===== src/rtl/rbs_pkg.sv =====
// Package: shared constants for the ray/box slab intersection unit.
`default_nettype none
package rbs_pkg;
  localparam int COORD_WIDTH   = 32;
  localparam int FRAC_BITS     = 16;
  localparam int EPS_WIDTH     = 31;
  localparam int REG_IDX_WIDTH = 3;
  localparam int NUM_AXES      = 3;

  localparam logic [REG_IDX_WIDTH-1:0] REG_BOX_MIN_X = 3'd0;
  localparam logic [REG_IDX_WIDTH-1:0] REG_BOX_MIN_Y = 3'd1;
  localparam logic [REG_IDX_WIDTH-1:0] REG_BOX_MIN_Z = 3'd2;
  localparam logic [REG_IDX_WIDTH-1:0] REG_BOX_MAX_X = 3'd3;
  localparam logic [REG_IDX_WIDTH-1:0] REG_BOX_MAX_Y = 3'd4;
  localparam logic [REG_IDX_WIDTH-1:0] REG_BOX_MAX_Z = 3'd5;
  localparam logic [REG_IDX_WIDTH-1:0] REG_HIT_EPS   = 3'd6;

  localparam longint BOX_MIN_RESET = 0;
  localparam longint BOX_MAX_RESET = 65536;
  localparam logic [EPS_WIDTH-1:0] HIT_EPS_RESET = 31'd7;
endpackage
`default_nettype wire


===== src/rtl/rbs_merge.sv =====
// Merge stage: largest entry, smallest exit, hit decision.
`default_nettype none
module rbs_merge #(
  parameter int COORD_WIDTH = rbs_pkg::COORD_WIDTH
) (
  input  wire logic                                clk,
  input  wire logic                                en,
  input  wire logic signed [COORD_WIDTH-1:0]       tn [rbs_pkg::NUM_AXES],
  input  wire logic signed [COORD_WIDTH-1:0]       tx [rbs_pkg::NUM_AXES],
  input  wire logic [rbs_pkg::NUM_AXES-1:0]        miss,
  input  wire logic [rbs_pkg::EPS_WIDTH-1:0]       eps,
  output logic                                     is_hit
);
  localparam int CW   = COORD_WIDTH;
  localparam int CMPW = ((CW > rbs_pkg::EPS_WIDTH) ? CW : rbs_pkg::EPS_WIDTH) + 1;

  logic signed [CW-1:0] m01, n01, t0_next, t1_next, t0, t1;
  logic any_miss;

  assign m01     = (tn[0] > tn[1]) ? tn[0] : tn[1];
  assign t0_next = (tn[2] > m01) ? tn[2] : m01;
  assign n01     = (tx[0] < tx[1]) ? tx[0] : tx[1];
  assign t1_next = (tx[2] < n01) ? tx[2] : n01;

  always_ff @(posedge clk) begin
    if (en) begin
      t0       <= t0_next;
      t1       <= t1_next;
      any_miss <= |miss;
    end
  end

  logic signed [CMPW-1:0] t1_ext, eps_ext;
  assign t1_ext  = CMPW'(t1);
  assign eps_ext = {{(CMPW-rbs_pkg::EPS_WIDTH){1'b0}}, eps};

  always_ff @(posedge clk) begin
    if (en) begin
      is_hit <= ~any_miss && (t0 < t1) && (t1_ext > eps_ext);
    end
  end
endmodule
`default_nettype wire


===== config.mk =====
export PLATFORM = sky130hd
export DESIGN_NAME = rbs_merge
export DESIGN_NICKNAME = d
export VERILOG_FILES = /design/src/rtl/rbs_pkg.sv /design/src/rtl/rbs_merge.sv
export SDC_FILE = /design/constraint.sdc
export NUM_CORES = 1
export LEC_CHECK = 0
export BUFFER_PORTS_ARGS = -buffer_cell sky130_fd_sc_hd__buf_2
export CAP_MARGIN = 20
export CELL_PAD_IN_SITES_DETAIL_PLACEMENT = 1
export CELL_PAD_IN_SITES_GLOBAL_PLACEMENT = 2
export CORE_MARGIN = 2
export CORE_UTILIZATION = 30
export CTS_BUF_LIST = sky130_fd_sc_hd__clkbuf_2 sky130_fd_sc_hd__clkbuf_4 sky130_fd_sc_hd__clkbuf_8
export DETAILED_ROUTE_END_ITERATION = 7
export HOLD_SLACK_MARGIN = 0.03
export MAX_ROUTING_LAYER = met4
export PLACE_DENSITY = 0.81
export SLEW_MARGIN = 30
export SYNTH_ARGS = -nofsm -noshare
export SYNTH_HDL_FRONTEND = slang
export SYNTH_SLANG_ARGS = --single-unit

===== constraint.sdc =====
create_clock -name clk -period 12.7 [get_ports clk]
set_input_delay 0 -clock clk [delete_from_list [all_inputs] [get_ports clk]]
set_output_delay 0 -clock clk [all_outputs]
set_load 0.03 [all_outputs]

==> run summary, run 1 <==
Max stage delay on crit path - 0.70 ns
final hold violations - 0
Design Area, Final - 10,410 um^2
most used cell, CP - a21o_1
sequential area share after synthesis - 23.86%
uppermost layer routed - met4
pre-CTS setup slack - 6.204 ns
CTS tree - done
Synth Area per Inst - 9.311 um^2
io pins - 229
clk_skew - 0.007225 ns
Synth cell types - 48
DR pass1 iterations - 4
Worst setup SP type - primary input
RSZ-0062 raised after global routing - false
Total GRT Usage - 17.64%
fraction of registers with async set/reset - 0%
YS warnings - 0
CTS root buf - clkbuf_8
routed len/inst - 16.22 um
synthesized flop and latch total - 66
Hold Path Class - primary input to flip-flop
H-tree levels - 3
max frequency - 0.1635 GHz
global-route wire length before repair - 38,640 um
clk_lat worst skew - 0.35 ns
Final Critical Period - 6.117 ns
Area growth, synth to finish - 25.31%
final worst slack - 6.583 ns
slowest stage cell, crit path - mux2i_4
final setup fails - 0
commonest cells after routing, fill and taps aside - buf_2, inv_1, ha_1
VDD IR max - 0.04196 mV
drt first-iter violations - 185
Least-Margin Pin Slew - 0.8693 ns
Max FO, Critical Path - 23
Setup CP Type - primary input to flip-flop
synthesized cell area - 8305 um^2
initial antenna violation count - 5
worst path cell trace - buf_2, inv_1, ha_1, a2111oi_0, or4_1, o211ai_1, a31oi_1, mux2i_4, buf_4, mux2i_1, ha_1, a21o_1, a21o_1, a21o_1, a21oi_1, o21ai_0, a2111oi_0, or4b_1, o211ai_4, buf_4, mux2_2
met3 routed WL - 995 um
vias in the first global route - 7,886
Max clock buf depth - 2
M1 wire length - 11,100 um
GR Overflow Total - 0
commonest non-fill, non-tap cell in the layout - buf_2
nets@finish - 1,571
Main synth FF type - edfxtp_1
Leak - 0.005857 uW
CP endpoint kind - flip-flop
worst endpoint required time - 12.81 ns
Chip Height - 170.4 um
status - complete, no violations
length of routed met2 wiring - 12,480 um
IO Port Bufs - 228
Residual DRC - 0
pwr/cell area - 97.24 nW/um^2
die footprint - 29,030 um^2
Synth Instances - 892
cts bufs inserted - 9
post-layout util - 38.40%
Vias/cell - 4.794
final wirelength - 24,920 um
Worst Path Arrival - 6.23 ns
RePlAce Congestion - 0.8565
starting density of the core - 30.65%
post-DP HPWL - 22,170 um
EDFF count, synth - 66
Final Slew Violations - 0
crit share post-route - 48.16%
setup_tns - 0 ns
core area - 27,100 um^2
relative slew slack - 42.05%
# rows - 60
Routed Antenna Nets - 0
CTS Sinks - 66
largest net degree at the start of global routing - 67
clk slew on worst S/H paths - 0.08 ns
die width - 170.4 um
share of layout cells above drive strength 1 - 22.41%
via count - 7,364
Post-Syn Nets - 1,308
dpl cell area - 9862 um^2
total of max-cap violations - 0
==> Yosys cell counts (2+ instances only) <==
| master | instances | area share, % |
|---|---|---|
| ha_1 | 188 | 28 |
| or3_1 | 3 | 0.23 |
| nor2_1 | 24 | 1.1 |
| a21oi_1 | 39 | 2.4 |
| o21ai_0 | 28 | 1.7 |
| buf_6 | 6 | 0.81 |
| o31ai_1 | 2 | 0.18 |
| nor4_1 | 5 | 0.38 |
| nand2b_1 | 5 | 0.38 |
| nand2_1 | 26 | 1.2 |
| a31oi_1 | 8 | 0.60 |
| a2111oi_0 | 3 | 0.32 |
| o21a_1 | 10 | 0.90 |
| inv_1 | 196 | 8.9 |
| o22ai_1 | 2 | 0.15 |
| mux2i_1 | 125 | 15 |
| nor2b_1 | 8 | 0.60 |
| o211ai_1 | 4 | 0.36 |
| nand4_1 | 32 | 2.4 |
| mux2_2 | 2 | 0.27 |
| and3_1 | 3 | 0.23 |
| edfxtp_1 | 66 | 24 |
| a21o_1 | 51 | 4.6 |
| a211oi_1 | 9 | 0.81 |
| mux2_4 | 2 | 0.36 |
| buf_2 | 6 | 0.36 |
| nor3_1 | 11 | 0.66 |
| nand3_1 | 8 | 0.48 |
==> logic make-up (layout without fill, tap and decap cells) <==
logic type	after synthesis	count (layout)	share of synthesized area (%)
muxes	129	129	15.70
and+or+nand+nor	133	133	8.467
DFF	66	66	23.86
AOI/OAI and AO/OA	167	167	13.57
other	0	4	0
adders and majority gates	188	188	28.32
buffers and inverters	209	477	10.08
==> what timing repair did <==
| item | in CTS | in global routing |
|---|---|---|
| hold endpoints to repair | 32 | 0 |
| hold buffers | 33 | 0 |
| gates resized for setup | 0 | 0 |
| setup buffers | 0 | 0 |
==> layer usage <==
layer	track usage, %	up-vias
li1	-	3735
met1	21.09	3467
met2	31.65	140
met3	2.372	22
met4	3.642	0
met5	-	-
==> worst max-delay path, delay by kind of cell <==
kind	cells	cell delay, ns
simple gates	2	0.77
fa+ha+maj	2	0.56
buf+inv	4	1.03
mux	3	1.36
compound gates	10	2.49
==> path summary, 6_finish.rpt <==
kind | start | endpoint | slack, ns | cells past startpoint
worst max-delay path | tx[33] | t1[0] | 6.58 | 21
worst min-delay path | tn[4] | t0[4] | 0.04 | 3
worst max register to register | t1[26] | is_hit | 9.63 | 8
worst min register to register | t0[23] | is_hit | 0.91 | 4
==> state kept, by name, summed over array words and instances, names as in the netlist <==
register  count
t0           32
is_hit        1
t1           32
any_miss      1
==> area by class of cell <==
class,count,area (um^2)
clock buffers,9,123.9
inverters,196,735.7
repair buffers,265,1501
multi-input cells,617,5512
well taps,372,465.4
fillers,3239,16690
clock inverters,7,77.57
flip-flops and latches,66,1982
diodes,4,10.01
==> stage by stage <==
step / hold slack (ns) / instances / power [uW]
2_1_floorplan: 0.1125 / 892 / 665.0
3_3_place_gp: 0.2703 / 1483 / 817.1
3_5_place_dp: 0.2674 / 1483 / 831.4
4_1_cts: 0.03194 / 1532 / 1030
5_1_grt: 0.03893 / 1536 / 1101
6_report: 0.03888 / 1536 / 1012
==> report_power, final <==
part	internal (uW)	switching, uW	leakage (uW)
combinational	235	264	0.00512
sequential	297	29.7	0.000647
clock	92.3	93.8	0.0000938
Note: power is estimated with default switching activity, not from simulation.
==> run 2: changes to the inputs <==
- PLACE_DENSITY: 0.81 -> 0.84
- clock period: 12.7 -> 5.1 ns (I/O delays scaled with it)
==> run 2 against run 1 <==
Effect of this change: first-iteration DRC count up 44%; core utilization grew 1.7 points; clock power grew to 2.9 times the previous value; routed wire length up 5.3%; critical endpoint is now t1[14]; total power rose to 2.7 times the previous value; via count increased by 2.4%; sequential power grew to 2.5 times the previous value; sequential cell count is the same.
==> run summary, run 2 (synthesized netlist as in run 1, its figures left out) <==
status - complete, no violations (unchanged)
clk_skew - 0.01082 ns (was 0.007225 ns)
Sw Ratio - 36.23% (was 38.28%)
io pins - 229 (unchanged)
global-route wire length before repair - 40,830 um (was 38,640 um)
Worst setup SP type - primary input (unchanged)
max frequency - 0.2097 GHz
Final Slew Violations - 0 (unchanged)
die footprint - 29,030 um^2 (unchanged)
Hold WS - 0.03866 ns (was 0.03888 ns)
routed len/inst - 16.62 um (was 16.22 um)
commonest cells after routing, fill and taps aside - buf_2, inv_1, ha_1 (unchanged)
final wirelength - 26,240 um (was 24,920 um)
relative slew slack - 40.01% (was 42.05%)
Hold Path Class - primary input to flip-flop (unchanged)
final hold violations - 0 (unchanged)
Design Area, Final - 10,860 um^2 (was 10,410 um^2)
CP endpoint kind - flip-flop (unchanged)
Least-Margin Pin Slew - 0.8998 ns (was 0.8693 ns)
final setup fails - 0 (unchanged)
Routed Antenna Nets - 0 (unchanged)
RSZ-0062 raised after global routing - false (unchanged)
initial antenna violation count - 0 (was 5)
worst endpoint required time - 5.27 ns (was 12.81 ns)
Vias/cell - 4.775 (was 4.794)
drt first-iter violations - 266 (was 185)
Max clock buf depth - 2 (unchanged)
cts bufs inserted - 9 (unchanged)
Leak - 0.006107 uW (was 0.005857 uW)
Final Critical Period - 4.769 ns
commonest non-fill, non-tap cell in the layout - buf_2 (unchanged)
pre-CTS setup slack - -0.3100 ns (was 6.204 ns)
dpl cell area - 10,160 um^2 (was 9862 um^2)
share of layout cells above drive strength 1 - 24.52% (was 22.41%)
IO Port Bufs - 228 (unchanged)
clk slew on worst S/H paths - 0.08 ns (about the same)
Net Sw Power - 977.9 uW (was 387.5 uW)
post-DP HPWL - 22,760 um (was 22,170 um)
Area growth, synth to finish - 30.81% (was 25.31%)
die width - 170.4 um (unchanged)
Setup CP Type - primary input to flip-flop (unchanged)
crit share post-route - 93.51%
Int Pwr - 1721 uW (was 624.6 uW)
VDD IR max - 0.1029 mV (was 0.04196 mV)
pwr/cell area - 248.5 nW/um^2 (was 97.24 nW/um^2)
n_diodes - 0 (was 4)
nets@finish - 1,619 (was 1,571)
DR pass1 iterations - 4 (unchanged)
H-tree levels - 3 (unchanged)
starting density of the core - 30.65% (unchanged)
total of max-cap violations - 0 (unchanged)
CTS Sinks - 66 (unchanged)
Overall Power - 2699 uW (was 1012 uW)
Total GRT Usage - 18.59% (was 17.64%)
core area - 27,100 um^2 (unchanged)
final worst slack - 0.3312 ns (was 6.583 ns)
logic gate share of total power - 49.7% (was 49.3%)
Residual DRC - 0 (unchanged)
Chip Height - 170.4 um (unchanged)
RePlAce Congestion - 0.8490 (was 0.8565)
proportion of power drawn by the clock network - 19.8% (was 18.4%)
GR Overflow Total - 0 (unchanged)
via count - 7,539 (was 7,364)
largest net degree at the start of global routing - 67 (unchanged)
clk_lat worst skew - 0.36 ns (was 0.35 ns)
Max FO, Critical Path - 19 (was 23)
# rows - 60 (unchanged)
CTS root buf - clkbuf_8 (unchanged)
vias in the first global route - 8,169 (was 7,886)
Worst Path Arrival - 4.94 ns (was 6.23 ns)
CTS tree - done (unchanged)
Flop pwr share - 30.5% (was 32.3%)
Regs by FF count - t0 x32, t1 x32 (unchanged)
==> run 2: cell count changes in the layout (fill, tap and decap cells not counted), sizes merged <==
| cell | previous run | this run |
|---|---|---|
| clkinv | 1 | 3 |
| clkinvlp | 3 | 0 |
| bufinv | 1 | 3 |
| dlygate4sd3 | 33 | 45 |
| buf | 232 | 268 |
| diode | 4 | 0 |
| inv | 198 | 196 |
==> run 2: metrics by stage <==
step	TNS [ns]	utilization, %	instances
6_report	0	40.09	1579
5_1_grt	0	40.09	1579
3_5_place_dp	-4.122	37.50	1518
2_1_floorplan	0	-	892
4_1_cts	0	40.01	1578
3_3_place_gp	-0.3612	37.50	1518
==> run 2: path summary, 6_finish.rpt <==
check	slack, ns	to	cells past startpoint	startpoint
max	0.33	t1[14]	21	tx[33]
min	0.04	t0[25]	3	tn[25]
max reg2reg	2.03	is_hit	8	t1[25]
min reg2reg	0.91	is_hit	4	t0[23]
==> run 2: layer usage <==
layer | global-route usage, % | routed length, um | up-vias
met4 | 3.084 | 253 | 0
met3 | 2.233 | 868 | 21
met1 | 22.52 | 11760 | 3559
li1 | - | - | 3822
met5 | - | 0 | -
met2 | 33.53 | 13350 | 137
==> run 2: critical path, cell delays in order <==
cell and delay (ns):
buf_2 0.09, inv_1 0.04, ha_1 0.28, a2111oi_0 0.36
buf_4 0.18, or4_1 0.14, o211ai_1 0.14, a31oi_2 0.25
mux2i_4 0.30, buf_4 0.25, mux2i_1 0.31, ha_1 0.31
a21o_1 0.17, a21o_1 0.17, a21oi_1 0.14, o21ai_0 0.13
a2111oi_0 0.42, or4b_1 0.54, o211ai_4 0.16, buf_12 0.23
mux2i_2 0.31
==> run 2: timing repair <==
action                                  in CTS  in global routing
endpoints found under the hold margin       44                  0
buffers inserted                             0                  1
resized for setup                            0                  3
endpoints found under the setup margin       0                 31
hold buffers                                45                  0
==> run 2: power by group through the flow <==
stage,clock (uW),sequential [uW],combinational [uW]
floorplan,0,782,874
global placement,0,837,1260
detailed placement,0,837,1310
CTS,543,826,1350
global route,567,832,1520
finish,534,823,1340
==> run 2: final cells by class <==
| class | instances | area, um^2 |
|---|---|---|
| clock buffer | 9 | 123.9 |
| clock inverter | 6 | 106.4 |
| fill | 3258 | 16240 |
| inverter | 196 | 735.7 |
| multi-input combinational | 617 | 5522 |
| sequential | 66 | 1982 |
| tap | 372 | 465.4 |
| timing repair buffer | 313 | 1929 |
==> run 3: changes to the inputs <==
- CORE_MARGIN: 2 -> default
==> run 3 against run 2 <==
Effect of this change: sequential share of layout area increased by 0.55 points; largest cell class unchanged; sequential cell count unchanged; core utilization decreased by 1.1 points; global-route usage decreased by 0.33 points.
==> run summary, run 3 (synthesized netlist as in run 1, its figures left out) <==
Max stage delay on crit path - 0.53 ns (was 0.54 ns)
Vias/cell - 4.874 (was 4.775)
Final Slew Violations - 0 (unchanged)
crit path launch - tx[49] (was tx[33])
CP endpoint kind - flip-flop (unchanged)
pre-CTS setup slack - -0.4072 ns (was -0.3100 ns)
vias in the first global route - 7,968 (was 8,169)
via count - 7,442 (was 7,539)
drt first-iter violations - 208 (was 266)
R2R depth - 8 (unchanged)
Hold Path Class - primary input to flip-flop (unchanged)
global-route wire length before repair - 39,310 um (was 40,830 um)
max frequency - 0.2055 GHz (was 0.2097 GHz)
Hold Path Stages - 3 (unchanged)
area of the multi-input gates - 5529 um^2 (was 5522 um^2)
nets@finish - 1,591 (was 1,619)
final worst slack - 0.2341 ns (was 0.3312 ns)
Hold Path Origin - tn[2] (was tn[25])
# rows - 60 (unchanged)
clk_lat worst skew - 0.36 ns (about the same)
setup_tns - 0 ns (unchanged)
cts bufs inserted - 9 (unchanged)
clk_skew - 0.008612 ns (was 0.01082 ns)
hold endpoint - t0[2] (was t0[25])
Hold WS - 0.03400 ns (was 0.03866 ns)
Regs by FF count - t0 x32, t1 x32 (unchanged)
core area - 27,030 um^2 (was 27,100 um^2)
die footprint - 28,350 um^2 (was 29,030 um^2)
pwr/cell area - 239.2 nW/um^2 (was 248.5 nW/um^2)
RePlAce Congestion - 0.8274 (was 0.8490)
relative slew slack - 40.89% (was 40.01%)
Reg area - 1982 um^2 (unchanged)
Worst Path Arrival - 5.03 ns (was 4.94 ns)
routed len/inst - 16.59 um (was 16.62 um)
die width - 168.4 um (was 170.4 um)
Design Area, Final - 10,540 um^2 (was 10,860 um^2)
status - complete, no violations (unchanged)
DR pass1 iterations - 4 (unchanged)
io pins - 229 (unchanged)
Routed Antenna Nets - 0 (unchanged)
CTS root buf - clkbuf_8 (unchanged)
slowest stage cell, crit path - or4b_1 (unchanged)
reg-to-reg setup timing slack - 2.05 ns (was 2.03 ns)
Setup CP Type - primary input to flip-flop (unchanged)
CTS Sinks - 66 (unchanged)
dpl cell area - 9998 um^2 (was 10,160 um^2)
final hold violations - 0 (unchanged)
Final Critical Period - 4.866 ns (was 4.769 ns)
crit share post-route - 95.41% (was 93.51%)
Chip Height - 168.4 um (was 170.4 um)
clk slew on worst S/H paths - 0.08 ns (about the same)
largest net degree at the start of global routing - 67 (unchanged)
Worst setup SP type - primary input (unchanged)
Overall Power - 2522 uW (was 2699 uW)
commonest cells after routing, fill and taps aside - buf_2, inv_1, ha_1 (unchanged)
H-tree levels - 3 (unchanged)
GR Overflow Total - 0 (unchanged)
Leak - 0.005950 uW (was 0.006107 uW)
Least-Margin Pin Slew - 0.8867 ns (was 0.8998 ns)
Residual DRC - 0 (unchanged)
VDD IR max - 0.1173 mV (was 0.1029 mV)
commonest non-fill, non-tap cell in the layout - buf_2 (unchanged)
Total GRT Usage - 18.25% (was 18.59%)
RSZ-0062 raised after global routing - true (was false)
fill count - 3,249 (was 3,258)
post-DP HPWL - 22,570 um (was 22,760 um)
worst path cell trace - buf_2, inv_1, ha_1, a21oi_1, o21ai_0, nor3_1, o211ai_1, a31oi_2, mux2i_4, buf_12, mux2i_2, ha_1, a21o_1, a21o_1, a21oi_1, o21ai_0, a2111oi_0, or4b_1, o211ai_4, buf_4, mux2i_2 (was buf_2, inv_1, ha_1, a2111oi_0, buf_4, or4_1, o211ai_1, a31oi_2, mux2i_4, buf_4, mux2i_1, ha_1, a21o_1, a21o_1, a21oi_1, o21ai_0, a2111oi_0, or4b_1, o211ai_4, buf_12, mux2i_2)
R2R Path Start - t1[25] (unchanged)
CTS tree - done (unchanged)
starting density of the core - 30.73% (was 30.65%)
final wirelength - 25,330 um (was 26,240 um)
share of layout cells above drive strength 1 - 24.15% (was 24.52%)
IO Port Bufs - 228 (unchanged)
total of max-cap violations - 0 (unchanged)
r2r endpoint - is_hit (unchanged)
Area growth, synth to finish - 26.95% (was 30.81%)
Max clock buf depth - 2 (unchanged)
Max FO, Critical Path - 20 (was 19)
final setup fails - 0 (unchanged)
initial antenna violation count - 6 (was 0)
worst endpoint required time - 5.26 ns (was 5.27 ns)
[run 3: through the flow]
| step | utilization [%] | instances |
|---|---|---|
| 6_report | 39.01 | 1527 |
| 5_1_grt | 39.01 | 1527 |
| 4_1_cts | 38.83 | 1520 |
| 3_5_place_dp | 37.00 | 1472 |
| 3_3_place_gp | 37.00 | 1472 |
| 2_1_floorplan | - | 892 |
[run 3: how the worst max path moves through the flow]
stage,end,slack (ns),depth (start not counted)
global placement,t1[18],-0.29,21
floorplan,t1[0],0.39,20
CTS,t1[18],0.05,21
global route,t1[18],-0.02,21
detailed placement,t1[18],-0.41,21
finish,t1[18],0.23,21
[run 3: final cells by class]
type / instances / share of cell area, %
Sequential cell: 66 / 18.80
Timing Repair Buffer: 285 / 16.00
Clock buffer: 11 / 1.317
Antenna cell: 6 / 0.1424
Multi-Input combinational cell: 617 / 52.44
Inverter: 196 / 6.978
Clock inverter: 5 / 0.2848
Tap cell: 341 / 4.047
[run 3: routing by layer]
| metal | vias to the layer above | track usage (%) | share of wire [%] |
|---|---|---|---|
| met5 | - | - | 0 |
| met4 | 0 | 3.478 | 1.4 |
| met3 | 27 | 2.609 | 4.5 |
| met2 | 146 | 32.62 | 50 |
| met1 | 3496 | 21.78 | 44 |
| li1 | 3773 | - | - |
[run 3: what timing repair did]
item	CTS	global route
buffers inserted	0	1
hold buffers	32	0
endpoints found under the hold margin	31	0
resized for setup	1	4
setup endpoints to repair	2	30
[run 3: power breakdown]
group	switching (uW)	internal, uW	leakage, uW
clock	211	186	0.0000880
combinational	671	633	0.00522
sequential	79.6	741	0.000647
[run 3: worst max-delay path, delay by kind of cell]
family                     cells  cell delay (ns)
and+or+nand+nor                2             0.84
adders and majority gates      2             0.59
buffers and inverters          4             0.59
muxes                          3             1.01
AOI/OAI and AO/OA             10             1.97
